===== src/rtl/core/tog_div.sv =====
// Pipelined restoring divider, one quotient bit per stage, with a side tag.
// Used by the toroidal orbit generator; no dependencies.
module tog_div #(
   parameter int DW = 16,
   parameter int NB = 16,
   parameter int TW = 1
) (
   input  logic          clock,
   input  logic          enable,
   input  logic [DW-1:0] start_rem,
   input  logic [NB-1:0] start_num,
   input  logic [DW-1:0] divisor,
   input  logic [TW-1:0] start_tag,
   output logic [NB-1:0] quotient,
   output logic [DW-1:0] remainder,
   output logic [TW-1:0] end_tag
);

   logic [DW-1:0] rem_ff  [NB];
   logic [NB-1:0] num_ff  [NB];
   logic [NB-1:0] quo_ff  [NB];
   logic [TW-1:0] tag_ff  [NB];
   logic [DW-1:0] rem_src [NB];
   logic [NB-1:0] num_src [NB];
   logic [NB-1:0] quo_src [NB];
   logic [DW-1:0] rem_in  [NB];
   logic [NB-1:0] num_in  [NB];
   logic [NB-1:0] quo_in  [NB];
   logic [DW:0]   trial   [NB];
   logic [NB-1:0] fits;

   always_comb begin
      rem_src[0] = start_rem;
      num_src[0] = start_num;
      quo_src[0] = '0;
      for (int k = 1; k < NB; k++) begin
         rem_src[k] = rem_ff[k-1];
         num_src[k] = num_ff[k-1];
         quo_src[k] = quo_ff[k-1];
      end
      for (int k = 0; k < NB; k++) begin
         trial[k]  = {rem_src[k], num_src[k][NB-1]};
         fits[k]   = trial[k] >= {1'b0, divisor};
         rem_in[k] = fits[k] ? DW'(trial[k] - {1'b0, divisor}) : DW'(trial[k]);
         num_in[k] = num_src[k] << 1;
         quo_in[k] = (quo_src[k] << 1) | NB'(fits[k]);
      end
   end

   always_ff @(posedge clock) begin
      if (enable) begin
         tag_ff[0] <= start_tag;
         for (int k = 0; k < NB; k++) begin
            rem_ff[k] <= rem_in[k];
            num_ff[k] <= num_in[k];
            quo_ff[k] <= quo_in[k];
         end
         for (int k = 1; k < NB; k++) begin
            tag_ff[k] <= tag_ff[k-1];
         end
      end
   end

   assign quotient  = quo_ff[NB-1];
   assign remainder = rem_ff[NB-1];
   assign end_tag   = tag_ff[NB-1];

endmodule


===== config.mk =====
export PLATFORM = sky130hd
export DESIGN_NAME = tog_div
export DESIGN_NICKNAME = d
export VERILOG_FILES = /design/src/rtl/core/tog_div.sv
export SDC_FILE = /design/constraint.sdc
export NUM_CORES = 1
export LEC_CHECK = 0
export CAP_MARGIN = 10
export CORE_UTILIZATION = 55
export CTS_BUF_LIST = sky130_fd_sc_hd__clkbuf_16
export DETAILED_ROUTE_END_ITERATION = 8
export DONT_BUFFER_PORTS = 1
export PLACE_DENSITY = 0.7
export REMOVE_ABC_BUFFERS = 1
export SYNTH_ARGS = -nofsm -noshare
export SYNTH_HDL_FRONTEND = slang
export SYNTH_SLANG_ARGS = --single-unit

===== constraint.sdc =====
create_clock -name clock -period 8.5 [get_ports clock]
set_clock_uncertainty 0.15 [all_clocks]
set_input_delay 2.125 -clock clock [delete_from_list [all_inputs] [get_ports clock]]
set_output_delay 2.125 -clock clock [all_outputs]
set_load 0.02 [all_outputs]

# Word-level counts from Yosys, hierarchy flattened
# Memory sizes are Yosys's and may differ from the RTL's.
# Index checks and enable logic that the tools add are counted.
[op_classes] order_cmp=16 bitwise_logic=15 n_mux=18 n_addsub=16
[ops] cell="$ge 17x16->1" n=16
[ops] cell="$mux 16" n=16
[ops] cell="$sub 16x16->16" n=16
[ops] cell="$or 16x1->16" n=15
[ops] cell="$mux 1" n=2
[totals] n_memories=4 out_inout_bits=33 wordCells=69 in_bits=51 regBits=0 mem_bits_rw=768
[memory_table] name="quo_ff" words=16 word_bits=16 rd=16 rd_clocked_by_memory_dff=0 wr=16 line_no="21" rtl="logic [NB-1:0] quo_ff [NB];"
[memory_table] name="rem_ff" words=16 word_bits=16 rd=16 rd_clocked_by_memory_dff=0 wr=16 line_no="19" rtl="logic [DW-1:0] rem_ff [NB];"
[memory_table] name="num_ff" words=16 word_bits=15 rd=15 rd_clocked_by_memory_dff=0 wr=16 line_no="20" rtl="logic [NB-1:0] num_ff [NB];"
[memory_table] name="tag_ff" words=16 word_bits=1 rd=16 rd_clocked_by_memory_dff=0 wr=16 line_no="22" rtl="logic [TW-1:0] tag_ff [NB];"

# Logic depth before layout (Yosys ltp)
# An unclocked memory read counts as a cell.
[logic_depth] ltp_word=3 ltp_mapped=13 mapped_depth_nobuf=11

# Least setup slack after synthesis
# Ideal clock, no wire load.
[synth_timing] path_kind="input to register" start="in divisor[6]" end="mem rem_ff[3][8], in the netlist rem_ff[0][56], data pin" path_buffers=1 t_required_ns=8.090 stages=11 setup_time_ns=0.260 t_arrival_ns=4.655 path_slack_ns=3.434 path_cell_list="inv_1 -> ha_1 -> a211oi_2 -> o21ai_1 -> a211oi_2 -> a311oi_1 -> o21ai_1 -> nand3b_1 -> a211oi_4 -> buf_8 -> mux2_4"
[synth_lines] element="from (decl)" line_no="12" rtl="input logic [DW-1:0] divisor,"
[synth_lines] element="to (decl)" line_no="19"

==> metrics <==
run status completed; critical path class in -> reg; Net Sw Frac 0.358; post-cts hold buffer count 0; FF-to-FF End rem_ff[0][46]; arrival time at the worst endpoint 5.77 ns; Post-synth ARST share 0; fraction of power consumed by combinational cells 0.453; io pins 84; buffer cell driving the clock tree root sky130_fd_sc_hd__clkbuf_16; HPWL after DPL 46.4 mm; detailed-route via count 20.1k; cell types with the largest area share after synthesis sky130_fd_sc_hd__edfxtp_1, sky130_fd_sc_hd__ha_1, sky130_fd_sc_hd__mux2_2; transition time at the pin with the least slew margin 1.47 ns; via count of the first global-routing pass 19.5k; portion of synthesized cell area occupied by the leading cell type 0.513; initial core utilization 0.559; largest fanout on the critical path 20; Seq/Total Area, Yosys 0.513; layout cells sized above 1 0.114; Worst Hold Slack 0.262 ns; area of the die 57100 sq um; startpoint type of the worst setup path primary input; cell count after synthesis 2563; Power, Total 13.3 mW; pin count of the biggest net entering global routing 529; Routed WL 67.4 mm; 1st-pass router iterations 5; cell type with the largest total area after synthesis sky130_fd_sc_hd__edfxtp_1; launching instance or port of the critical path divisor[5]; area added between synthesis and finish 8.80%; portion of total power attributed to the clock network 0.205; RePlAce Congestion 0.872; Overall Global Routing Usage 0.236; commonest non-fill, non-tap cell in the layout sky130_fd_sc_hd__edfxtp_1; clock sinks 528; drt via density 5.97; routed len/inst 20.0 um; post-layout net count 2892; part of the power in registers 0.342; Post-Place Cells 3257; post-route standard cell area excluding fillers 33600 sq um; TNS Setup 0 ns; count of yosys warnings during synthesis 0; path type of the worst min-delay path reg -> reg; count of filler cells inserted in the layout 4358; Chip Width 239 um; Setup Viol. Count Final 0; Setup Slack @ Placement 2.37 ns; setup slack of the most critical reg-to-reg path 4.52 ns; Pwr per Cell Area 395 nW/um^2; number of cells on the worst reg-to-reg path 9; post-detailed-route count of antenna-violating nets 0; register clock-pin slew on the reported worst setup and hold paths 0.06 ns; Worst IR Drop VDD 195 uV; Cell variety after synth 86; maximum capacitance violations 0; static leakage power 12.9 nW; first-pass GRT wire length 105 mm; Final Hold Fails 0; quantity of I/O buffers inserted on ports 0; number of diodes added for antenna fixing 0; First DRT Iteration DRCs 1548; Die Y 239 um; final std cells w/o fill 3367; final cycle utilization of the critical path 0.652; relative max-transition margin 0.0200; initial antenna violation count 0; post-CTS resize count 0; Max Fclk 0.180 GHz; CTS tree yes; Final min period 5.54 ns; TritonCTS Buffers 58; average cell area after synthesis 12.1 sq um; endpoint type of the worst setup path flip-flop; internal power component 8.53 mW; Clock Path Buffers 3; end of the critical path rem_ff[0][46]; setup repair after global routing missed its margin false; total congestion overflow 0; net switching power 4.75 mW; total of flip-flops plus latches after synthesis 528; critical path required time 8.73 ns; final-report max-slew violation count 0; setup repair bufs after CTS 0; number of synthesized flops with an enable pin 528; FF-to-FF Start rem_ff[0][16]; synthesized area 30900 sq um; row count 86; CTS HTree Levels 2; top library cells by usage in the layout, fill and taps aside sky130_fd_sc_hd__edfxtp_1, sky130_fd_sc_hd__ha_1, sky130_fd_sc_hd__nor2_1, sky130_fd_sc_hd__a21oi_1, sky130_fd_sc_hd__mux2_2; area inside the core boundary 55300 sq um; final worst setup slack 2.96 ns; Clock Latency Late Sink 0.62 ns; post-route DRC violation count 0; most frequently used flop master after synthesis sky130_fd_sc_hd__edfxtp_1; post-place instance area 31500 sq um; final cell utilization of the core 0.608
==> worst min path at each step <==
stage / from / endpoint / slack (ns) / cells after the start
floorplan: num_ff[0][84] / num_ff[0][100] / 0.25 / 0
global placement: quo_ff[0][96] / quo_ff[0][113] / 0.25 / 0
detailed placement: num_ff[0][97] / num_ff[0][113] / 0.25 / 0
CTS: num_ff[0][35] / num_ff[0][51] / 0.26 / 0
global route: num_ff[0][53] / num_ff[0][69] / 0.27 / 0
finish: quo_ff[1][8] / quo_ff[1][25] / 0.26 / 0
==> critical path, cell delays in order <==
cell,delay [ns]
sky130_fd_sc_hd__inv_1,0.49
sky130_fd_sc_hd__ha_1,0.40
sky130_fd_sc_hd__o21ai_0,0.19
sky130_fd_sc_hd__nand2b_1,0.14
sky130_fd_sc_hd__nor2b_1,0.16
sky130_fd_sc_hd__a21oi_1,0.28
sky130_fd_sc_hd__o211ai_1,0.14
sky130_fd_sc_hd__a41oi_1,0.86
sky130_fd_sc_hd__inv_1,0.57
sky130_fd_sc_hd__mux2_2,0.42
==> final cells by class <==
class	count	area (sq um)	area share
multi-input cells	1850	14200	0.422
inverters	114	428	0.0127
repair buffers	17	128	0.00380
clock buffers	58	1450	0.0432
flip-flops and latches	528	15900	0.472
well taps	748	936	0.0278
clock inverters	52	642	0.0191
==> flip-flops by register name, indices dropped and copies added, names as in the netlist <==
name / cells
num_ff: 120
tag_ff: 16
quo_ff: 136
rem_ff: 256
==> synthesized netlist by cell type (30+ instances only) <==
| cell type | number |
|---|---|
| sky130_fd_sc_hd__edfxtp_1 | 528 |
| sky130_fd_sc_hd__ha_1 | 256 |
| sky130_fd_sc_hd__nor2_1 | 170 |
| sky130_fd_sc_hd__a21oi_1 | 143 |
| sky130_fd_sc_hd__mux2_2 | 141 |
| sky130_fd_sc_hd__nand2_1 | 140 |
| sky130_fd_sc_hd__o21ai_0 | 119 |
| sky130_fd_sc_hd__xnor2_1 | 116 |
| sky130_fd_sc_hd__inv_1 | 114 |
| sky130_fd_sc_hd__xor2_1 | 64 |
| sky130_fd_sc_hd__a21o_1 | 56 |
| sky130_fd_sc_hd__nor3_1 | 52 |
| sky130_fd_sc_hd__nor2b_1 | 43 |
| sky130_fd_sc_hd__nand2b_1 | 42 |
| sky130_fd_sc_hd__nand3_1 | 40 |
| sky130_fd_sc_hd__buf_4 | 39 |
| sky130_fd_sc_hd__nand4_1 | 36 |
| sky130_fd_sc_hd__o21a_1 | 35 |
| sky130_fd_sc_hd__a31oi_1 | 30 |
==> cell families after synthesis <==
| logic type | synth area share |
|---|---|
| simple gates | 0.102 |
| fa+ha+maj | 0.114 |
| flops | 0.513 |
| compound gates | 0.127 |
| mux | 0.0636 |
| buf+inv | 0.0288 |
| xor+xnor | 0.0510 |
==> metal layers <==
metal / up-vias / share of wire / GRT usage
met5: - / 0 / 0
met4: 0 / 0.034 / 0.0921
met2: 469 / 0.49 / 0.405
li1: 9791 / - / -
met1: 9720 / 0.42 / 0.296
met3: 128 / 0.048 / 0.0385
==> power by group through the flow <==
stage          logic, mW  registers, mW  clock network [mW]
2_1_floorplan       4.80           4.36                   0
4_1_cts             5.99           4.54                2.80
5_1_grt             6.64           4.61                2.89
3_3_place_gp        5.76           4.58                   0
3_5_place_dp        5.93           4.59                   0
6_report            6.02           4.54                2.72
Power figures use the tool's default switching activity.
