===== src/rtl/core/tog_pkg.sv =====
// Shared constants for the toroidal orbit generator: field widths, register
// indexes, reset values and the quarter-wave sine coefficients.
// No dependencies.
package tog_pkg;

   localparam int GRID_BITS_DEFAULT     = 12;
   localparam int POS_FRAC_BITS_DEFAULT = 8;
   localparam int TIME_BITS_DEFAULT     = 32;

   localparam int TIME_PORT_BITS = 32;
   localparam int Z_BITS         = 16;
   localparam int GRID_REG_BITS  = 13;
   localparam int PERIOD_BITS    = 16;
   localparam int AXIS_XY_BITS   = 64;
   localparam int AXIS_Z_BITS    = 48;
   localparam int CSR_INDEX_BITS = 3;
   localparam int CSR_DATA_BITS  = 64;

   localparam logic [CSR_INDEX_BITS-1:0] REG_GRID_WIDTH   = 3'd0;
   localparam logic [CSR_INDEX_BITS-1:0] REG_GRID_HEIGHT  = 3'd1;
   localparam logic [CSR_INDEX_BITS-1:0] REG_ORBIT_PERIOD = 3'd2;
   localparam logic [CSR_INDEX_BITS-1:0] REG_AXIS_X       = 3'd3;
   localparam logic [CSR_INDEX_BITS-1:0] REG_AXIS_Y       = 3'd4;
   localparam logic [CSR_INDEX_BITS-1:0] REG_AXIS_Z       = 3'd5;

   localparam logic [AXIS_XY_BITS-1:0] AXIS_XY_RESET = 64'h0000_0001_0000_0000;

   localparam int ACC_FRAC     = 18;
   localparam int FREQ_BITS    = 8;
   localparam int FIELD_BITS   = 16;
   localparam int TURN_BITS    = 16;
   localparam int SIN_ONE_BITS = 14;
   localparam int SINE_BITS    = 17;
   localparam int SINE_LAT     = 5;
   localparam int POLY_BITS    = 16;

   localparam logic [POLY_BITS-1:0] COEF_A = 16'd25736;
   localparam logic [POLY_BITS-1:0] COEF_B = 16'd10512;
   localparam logic [POLY_BITS-1:0] COEF_C = 16'd1160;

endpackage


===== src/rtl/core/tog_sine.sv =====
// Five-stage Q2.14 sine of a 16-bit turn fraction by an odd quarter-wave polynomial.
// Depends on tog_pkg.
module tog_sine (
   input  logic                                 clock,
   input  logic                                 enable,
   input  logic [tog_pkg::TURN_BITS-1:0]        turn,
   output logic signed [tog_pkg::SINE_BITS-1:0] sine
);
   import tog_pkg::*;

   localparam int PB = POLY_BITS;

   logic [1:0]    quad1_ff, quad2_ff, quad3_ff, quad4_ff;
   logic [PB-1:0] u1_ff, u2_ff, u3_ff, u4_ff;
   logic [PB-1:0] x2_ff, x3_ff;
   logic [PB-1:0] t1_ff, t_ff;
   logic signed [SINE_BITS-1:0] sine_ff;

   logic [PB-1:0]   u_in, x2_in, t1_in, t_in, mag;
   logic [2*PB-1:0] sq, cprod, tprod, sprod;
   logic signed [SINE_BITS-1:0] sine_in;

   always_comb begin
      u_in    = turn[SIN_ONE_BITS] ? PB'(PB'(1) << SIN_ONE_BITS) - PB'(turn[SIN_ONE_BITS-1:0])
                                   : PB'(turn[SIN_ONE_BITS-1:0]);
      sq      = u1_ff * u1_ff;
      x2_in   = PB'(sq >> SIN_ONE_BITS);
      cprod   = x2_ff * COEF_C;
      t1_in   = COEF_B - PB'(cprod >> SIN_ONE_BITS);
      tprod   = x3_ff * t1_ff;
      t_in    = COEF_A - PB'(tprod >> SIN_ONE_BITS);
      sprod   = u4_ff * t_ff;
      mag     = PB'(sprod >> SIN_ONE_BITS);
      sine_in = quad4_ff[1] ? -$signed({1'b0, mag}) : $signed({1'b0, mag});
   end

   always_ff @(posedge clock) begin
      if (enable) begin
         quad1_ff <= turn[TURN_BITS-1 -: 2];
         u1_ff    <= u_in;
         quad2_ff <= quad1_ff;
         u2_ff    <= u1_ff;
         x2_ff    <= x2_in;
         quad3_ff <= quad2_ff;
         u3_ff    <= u2_ff;
         x3_ff    <= x2_ff;
         t1_ff    <= t1_in;
         quad4_ff <= quad3_ff;
         u4_ff    <= u3_ff;
         t_ff     <= t_in;
         sine_ff  <= sine_in;
      end
   end

   assign sine = sine_ff;

endmodule


===== config.mk =====
export PLATFORM = sky130hd
export DESIGN_NAME = tog_sine
export DESIGN_NICKNAME = d
export VERILOG_FILES = /design/src/rtl/core/tog_pkg.sv /design/src/rtl/core/tog_sine.sv
export SDC_FILE = /design/constraint.sdc
export NUM_CORES = 2
export LEC_CHECK = 0
export ABC_AREA = 1
export BUFFER_PORTS_ARGS = -buffer_cell sky130_fd_sc_hd__buf_2
export CORE_MARGIN = 2
export CORE_UTILIZATION = 61
export CTS_CLUSTER_SIZE = 12
export DETAILED_ROUTE_END_ITERATION = 6
export GPL_TIMING_DRIVEN = 0
export PLACE_DENSITY = 0.77
export SLEW_MARGIN = 20
export SYNTH_ARGS = -nofsm -noshare
export SYNTH_HDL_FRONTEND = slang
export SYNTH_SLANG_ARGS = --single-unit

===== constraint.sdc =====
create_clock -name clock -period 6.7 [get_ports clock]
set_input_delay 1.005 -clock clock [delete_from_list [all_inputs] [get_ports clock]]
set_output_delay 1.005 -clock clock [all_outputs]
set_load 0.02 [all_outputs]

* Word-level counts from Yosys, hierarchy flattened
Cells that the tools add are included.
Storage, ports and cells: bits in registers 153, output and inout port bits 17, logic and storage cells 25, input bits 18
Cells by class: multiply operators 4, $add $sub $neg 4, mux-type cells 2
Operators by type and width (number):
- multiplier 16 x 16 -> 30 bit | 3
- multiplier 16 x 8 -> 24 bit, second input constant | 1
- negation 16 -> 17 bit | 1
- two-way mux 16 bit | 1
- subtractor 15 x 14 -> 16 bit, first input constant | 1
- subtractor 15 x 16 -> 16 bit, first input constant | 1
- subtractor 14 x 13 -> 15 bit, first input constant | 1
- two-way mux 14 bit | 1

* Depth between registers and ports, before layout
word-level depth 3, gate-level depth with buffers 36, mapped depth without buffers 34

* Worst setup path after synthesis
OpenSTA, ideal clock, no wires.
path type register -> register, start point reg t1_ff[2], end point reg t_ff[12] (data pin), data arrival time 5.780 ns, setup slack 0.666 ns, stages on the path, launching flop included 31, data required time 6.446 ns, buffers on the path 2, clock period less this slack 6.034 ns, library setup time 0.254 ns, cells stage by stage edfxtp_1 > clkbuf_1 > clkbuf_1 > nand2_1 > fa_1 > fa_1 > fa_1 > fa_1 > inv_1 > fa_1 > inv_1 > fa_1 > inv_1 > ha_1 > a21oi_1 > o21ai_0 > a21oi_1 > nand2_1 > nand2_1 > nand2_2 > inv_1 > ha_1 > nand3_1 > nand2_1 > nand2_2 > nor2_4 > nand2_2 > nand2_2 > nand2_1 > nand2_1 > nand2_1
On the way: word-level cells in the longest chain between the ends 2
RTL lines:
- start, declared | RTL line tog_sine.sv:16 | logic [PB-1:0] t1_ff, t_ff;
- start signal, assigned | RTL line tog_sine.sv:47 | t1_ff <= t1_in;
- multiplier 16 x 16 -> 30 bit | RTL line tog_sine.sv:30 | tprod = x3_ff * t1_ff;
- subtractor 15 x 16 -> 16 bit | RTL line tog_sine.sv:31 | t_in = COEF_A - PB'(tprod >> SIN_ONE_BITS);
- via t_in[12] | RTL line tog_sine.sv:19 | logic [PB-1:0] u_in, x2_in, t1_in, t_in, mag;
- end signal, assigned | RTL line tog_sine.sv:50 | t_ff <= t_in;
- end, declared | RTL line tog_sine.sv:16
The timed path passes the listed nets, and every way through them passes these cells. A chain may end at the register's enable or synchronous reset.

* Worst setup path after layout
start point reg u4_ff[11], end point reg sine_ff[14], in the netlist sine[14] (data pin)
On the way: word-level cells in the longest chain between the ends 3
RTL lines:
- start, declared | RTL line tog_sine.sv:14 | logic [PB-1:0] u1_ff, u2_ff, u3_ff, u4_ff;
- start signal, assigned | RTL line tog_sine.sv:49 | u4_ff <= u3_ff;
- multiplier 16 x 16 -> 30 bit (*) | RTL line tog_sine.sv:32 | sprod = u4_ff * t_ff;
- negation 16 -> 17 bit | RTL line tog_sine.sv:34 | sine_in = quad4_ff[1] ? -$signed({1'b0, mag}) : $signed({1'b0, mag});
- two-way mux 16 bit (*) | RTL line tog_sine.sv:34
- via sine_in[14] | RTL line tog_sine.sv:21 | logic signed [SINE_BITS-1:0] sine_in;
- end signal, assigned | RTL line tog_sine.sv:51 | sine_ff <= sine_in;
- end, declared | RTL line tog_sine.sv:17 | logic signed [SINE_BITS-1:0] sine_ff;
Mark *: on every way through the listed nets, which the timed path passes. The rest lies on a longest branch.

==> impl_metrics.toml <==
[route]
wirelength_um = 70300
wl_per_cell_um = 15.2
vias = 23700
drtPass1Iterations = 5
drtAntennaViolNets = 0
drc_errors = 0
routed_via_density = 5.14
drt-initial-drc-count = 1586

[timing]
drv_slew = 0
fin_skew_ns = 0.0132
hold_ws_ns = 0.420
hold_viol = 0
setup_viol = 0
fin_crit_ns = 6.50
max_freq_ghz = 0.154
tightest_slew_ns = 0.650
finalCritPeriodShare_pct = 97.0
relSlewSlack_pct = 56.7

[yosys]
syn_inst = 3858
synthAdderAreaFrac_pct = 46.8
synth_top_family_by_area = "adder cells"
yosysSeqAreaShare_pct = 14.1
synth_compound_area_share_pct = 3.69
ys_types = 39
syn_avg_cell_area_um2 = 7.91
synth_warnings = 0
synth_nets = 4721
ys_ff_latch = 143
synth-xor-area-share_pct = 2.06
synth_simple_gate_area_share_pct = 18.0
synthMuxAreaShare_pct = 0
netlist_area_um2 = 30500

[flow_run]
cap_violations = 0

[grt]
overflow = 0
met2_usage_pct = 46.8
met1_usage_pct = 37.4
met3_usage_pct = 5.23
track_usage_pct = 28.4
antenna_found_initial = 0
grt_start_max_net_pins = 104
first_global_vias = 24300
top_usage_layer = "met2"
grt_pass1_wl_um = 118000

[worst_setup_path]
cp_data_required_time_ns = 6.90
max_stage_delay_ns = 0.55
crit_type = "flip-flop to flip-flop"
r2r-end = "sine[14]$_DFFE_PP_"
crit_path_end_kind = "flip-flop"
worstSetupStartpointType = "flip-flop"
rrSetupSlack_ns = 0.20
arrival_ns = 6.70
r2r_cells = 29
critPathLaunch = "u4_ff[11]$_DFFE_PP_"
cp_max_fo = 10
r2r-start = "u4_ff[11]$_DFFE_PP_"
worst_path_most_repeated_cell = "nand2_1"
crit_slowest_cell = "fa_1"
crit_end = "sine[14]$_DFFE_PP_"

[clock_tree]
cts_made_buffers = 17
path_clk_slew_ns = 0.06
cts_root_buf = "clkbuf_16"
worstSkewPairLatency_ns = 0.45
clockBufferDepth = 2
numClockSinks = 143
cts_hold_buf = 0
htreeDepth = 4
cts_tree = "yes"

[final_layout]
multi_input_area_um2 = 21500
fillers = 4086
drive_above_1_share_pct = 6.25
num_antenna_cells = 0
nNetsFinal = 4802
area_growth_pct = 6.89
ff_latch_area_um2 = 4290

[floorplan]
rows = 81
fp.dieH_um = 228
die_w_um = 228
fp.coreArea_um2 = 49200
num_io_pins = 35
dieArea_um2 = 51800
initial_utilization_pct = 62.1

[placement]
port_buffers = 34
dp_hpwl_um = 58900
gp_congestion = 0.945

[worst_hold_path]
hold_class = "flip-flop to flip-flop"

[run_status]
status = "complete, no violations"
## cell usage after synthesis
| cell | count | area share, % |
|---|---|---|
| nor2_1 | 127 | 1.6 |
| o21bai_1 | 18 | 0.44 |
| nand2b_1 | 1 | 0.021 |
| nor3_2 | 2 | 0.066 |
| o211ai_1 | 3 | 0.074 |
| edfxtp_1 | 143 | 14 |
| fa_1 | 494 | 32 |
| o21bai_4 | 1 | 0.061 |
| nand3_2 | 8 | 0.26 |
| nor2_2 | 3 | 0.061 |
| xnor2_1 | 28 | 0.80 |
| o21ai_0 | 53 | 0.87 |
| ha_1 | 351 | 14 |
| nor3b_1 | 2 | 0.049 |
| a21oi_1 | 103 | 1.7 |
| a21o_1 | 6 | 0.15 |
| a21oi_2 | 1 | 0.029 |
| xor2_2 | 1 | 0.053 |
| or2_2 | 3 | 0.061 |
| nand2_1 | 1014 | 12 |
| nand3_1 | 90 | 1.5 |
| nor2_4 | 4 | 0.15 |
| nand2_4 | 1 | 0.037 |
| nand4_1 | 21 | 0.43 |
| inv_1 | 1142 | 14 |
| a221oi_1 | 2 | 0.057 |
| o21ai_1 | 1 | 0.016 |
| inv_2 | 8 | 0.098 |
| a31oi_1 | 5 | 0.10 |
| nand2_2 | 23 | 0.47 |
| xor2_1 | 42 | 1.2 |
| o21a_1 | 4 | 0.098 |
| o21ai_2 | 2 | 0.057 |
| nor3_1 | 23 | 0.38 |
| clkbuf_1 | 105 | 1.3 |
| a21boi_0 | 2 | 0.049 |
| nor4_1 | 9 | 0.18 |
| and2_1 | 1 | 0.021 |
| nand3b_1 | 11 | 0.27 |
## stage by stage
step | instance area, um^2 | util (%) | cells | TNS, ns | setup slack [ns]
after floorplan | 30500 | - | 3858 | 0 | 0.666
after global placement | 31500 | 64.1 | 4556 | -2.56 | -0.352
final | 32600 | 66.4 | 4614 | 0 | 0.203
after global routing | 32600 | 66.4 | 4614 | -0.0555 | -0.0222
after detailed placement | 31600 | 64.2 | 4557 | -3.67 | -0.433
after CTS | 32100 | 65.4 | 4571 | 0 | 0.00215
## cells by family (layout without fill, tap and decap cells)
group | Yosys count | after routing
and+or+nand+nor | 1343 | 1343
buffers and inverters | 1255 | 1347
xor gates and xnor gates | 71 | 71
adders and majority gates | 845 | 845
DFF | 143 | 143
AOI/OAI and AO/OA | 201 | 201
## critical path, delay by kind of cell (launching register included)
| kind | cells | cell delay, ns |
|---|---|---|
| simple gates | 13 | 1.36 |
| fa+ha+maj | 8 | 3.58 |
| flops | 1 | 0.50 |
| compound gates | 1 | 0.17 |
| buf+inv | 7 | 0.63 |
## sequential cells by signal, indices dropped and copies added, names as in the netlist
signal    cells
u2_ff        15
x3_ff        16
quad1_ff      1
u3_ff        15
x2_ff        16
quad2_ff      1
t_ff         16
u4_ff        15
u1_ff        15
quad4_ff      1
t1_ff        14
sine         17
quad3_ff      1
## placed cells by master, fill, tap and decap left out, drive strengths merged, types with 11 or more instances in the layout
cell / count
a21oi: 104
buf: 119
clkbuf: 65
edfxtp: 143
fa: 494
ha: 351
inv: 1152
nand2: 1038
nand3: 98
nand3b: 11
nand4: 21
nor2: 134
nor3: 25
o21ai: 56
o21bai: 19
xnor2: 28
xor2: 43
## worst min path at each step
stage | start | to | cells past startpoint
global route | u3_ff[2]$_DFFE_PP_ | u4_ff[2]$_DFFE_PP_ | 0
detailed placement | u3_ff[0]$_DFFE_PP_ | u4_ff[0]$_DFFE_PP_ | 0
global placement | u2_ff[9]$_DFFE_PP_ | u3_ff[9]$_DFFE_PP_ | 0
floorplan | quad1_ff[1]$_DFFE_PP_ | quad2_ff[1]$_DFFE_PP_ | 0
CTS | u3_ff[11]$_DFFE_PP_ | u4_ff[11]$_DFFE_PP_ | 0
finish | u3_ff[7]$_DFFE_PP_ | u4_ff[7]$_DFFE_PP_ | 0
## area by class of cell
type,count,share of cell area (%)
Timing Repair Buffer,99,2.16
Multi-Input combinational cell,2460,66.0
Tap cell,664,2.55
Buffer,68,1.15
Clock buffer,17,1.30
Clock inverter,13,0.437
Sequential cell,143,13.2
Inverter,1150,13.2
## routing by layer
metal	wire (um)	part of all wire, %
met5	0	0
met1	29600	42
met3	4780	6.8
met4	2940	4.2
met2	32900	47
## timing repair
action,CTS,global route
cloned,0,0
setup buffers,5,59
resized for setup,31,114
pin swaps,0,0
endpoints found under the setup margin,21,31
Power is not shown: default switching activity piles up to over one toggle a cycle in this logic, so the estimate is an artifact.
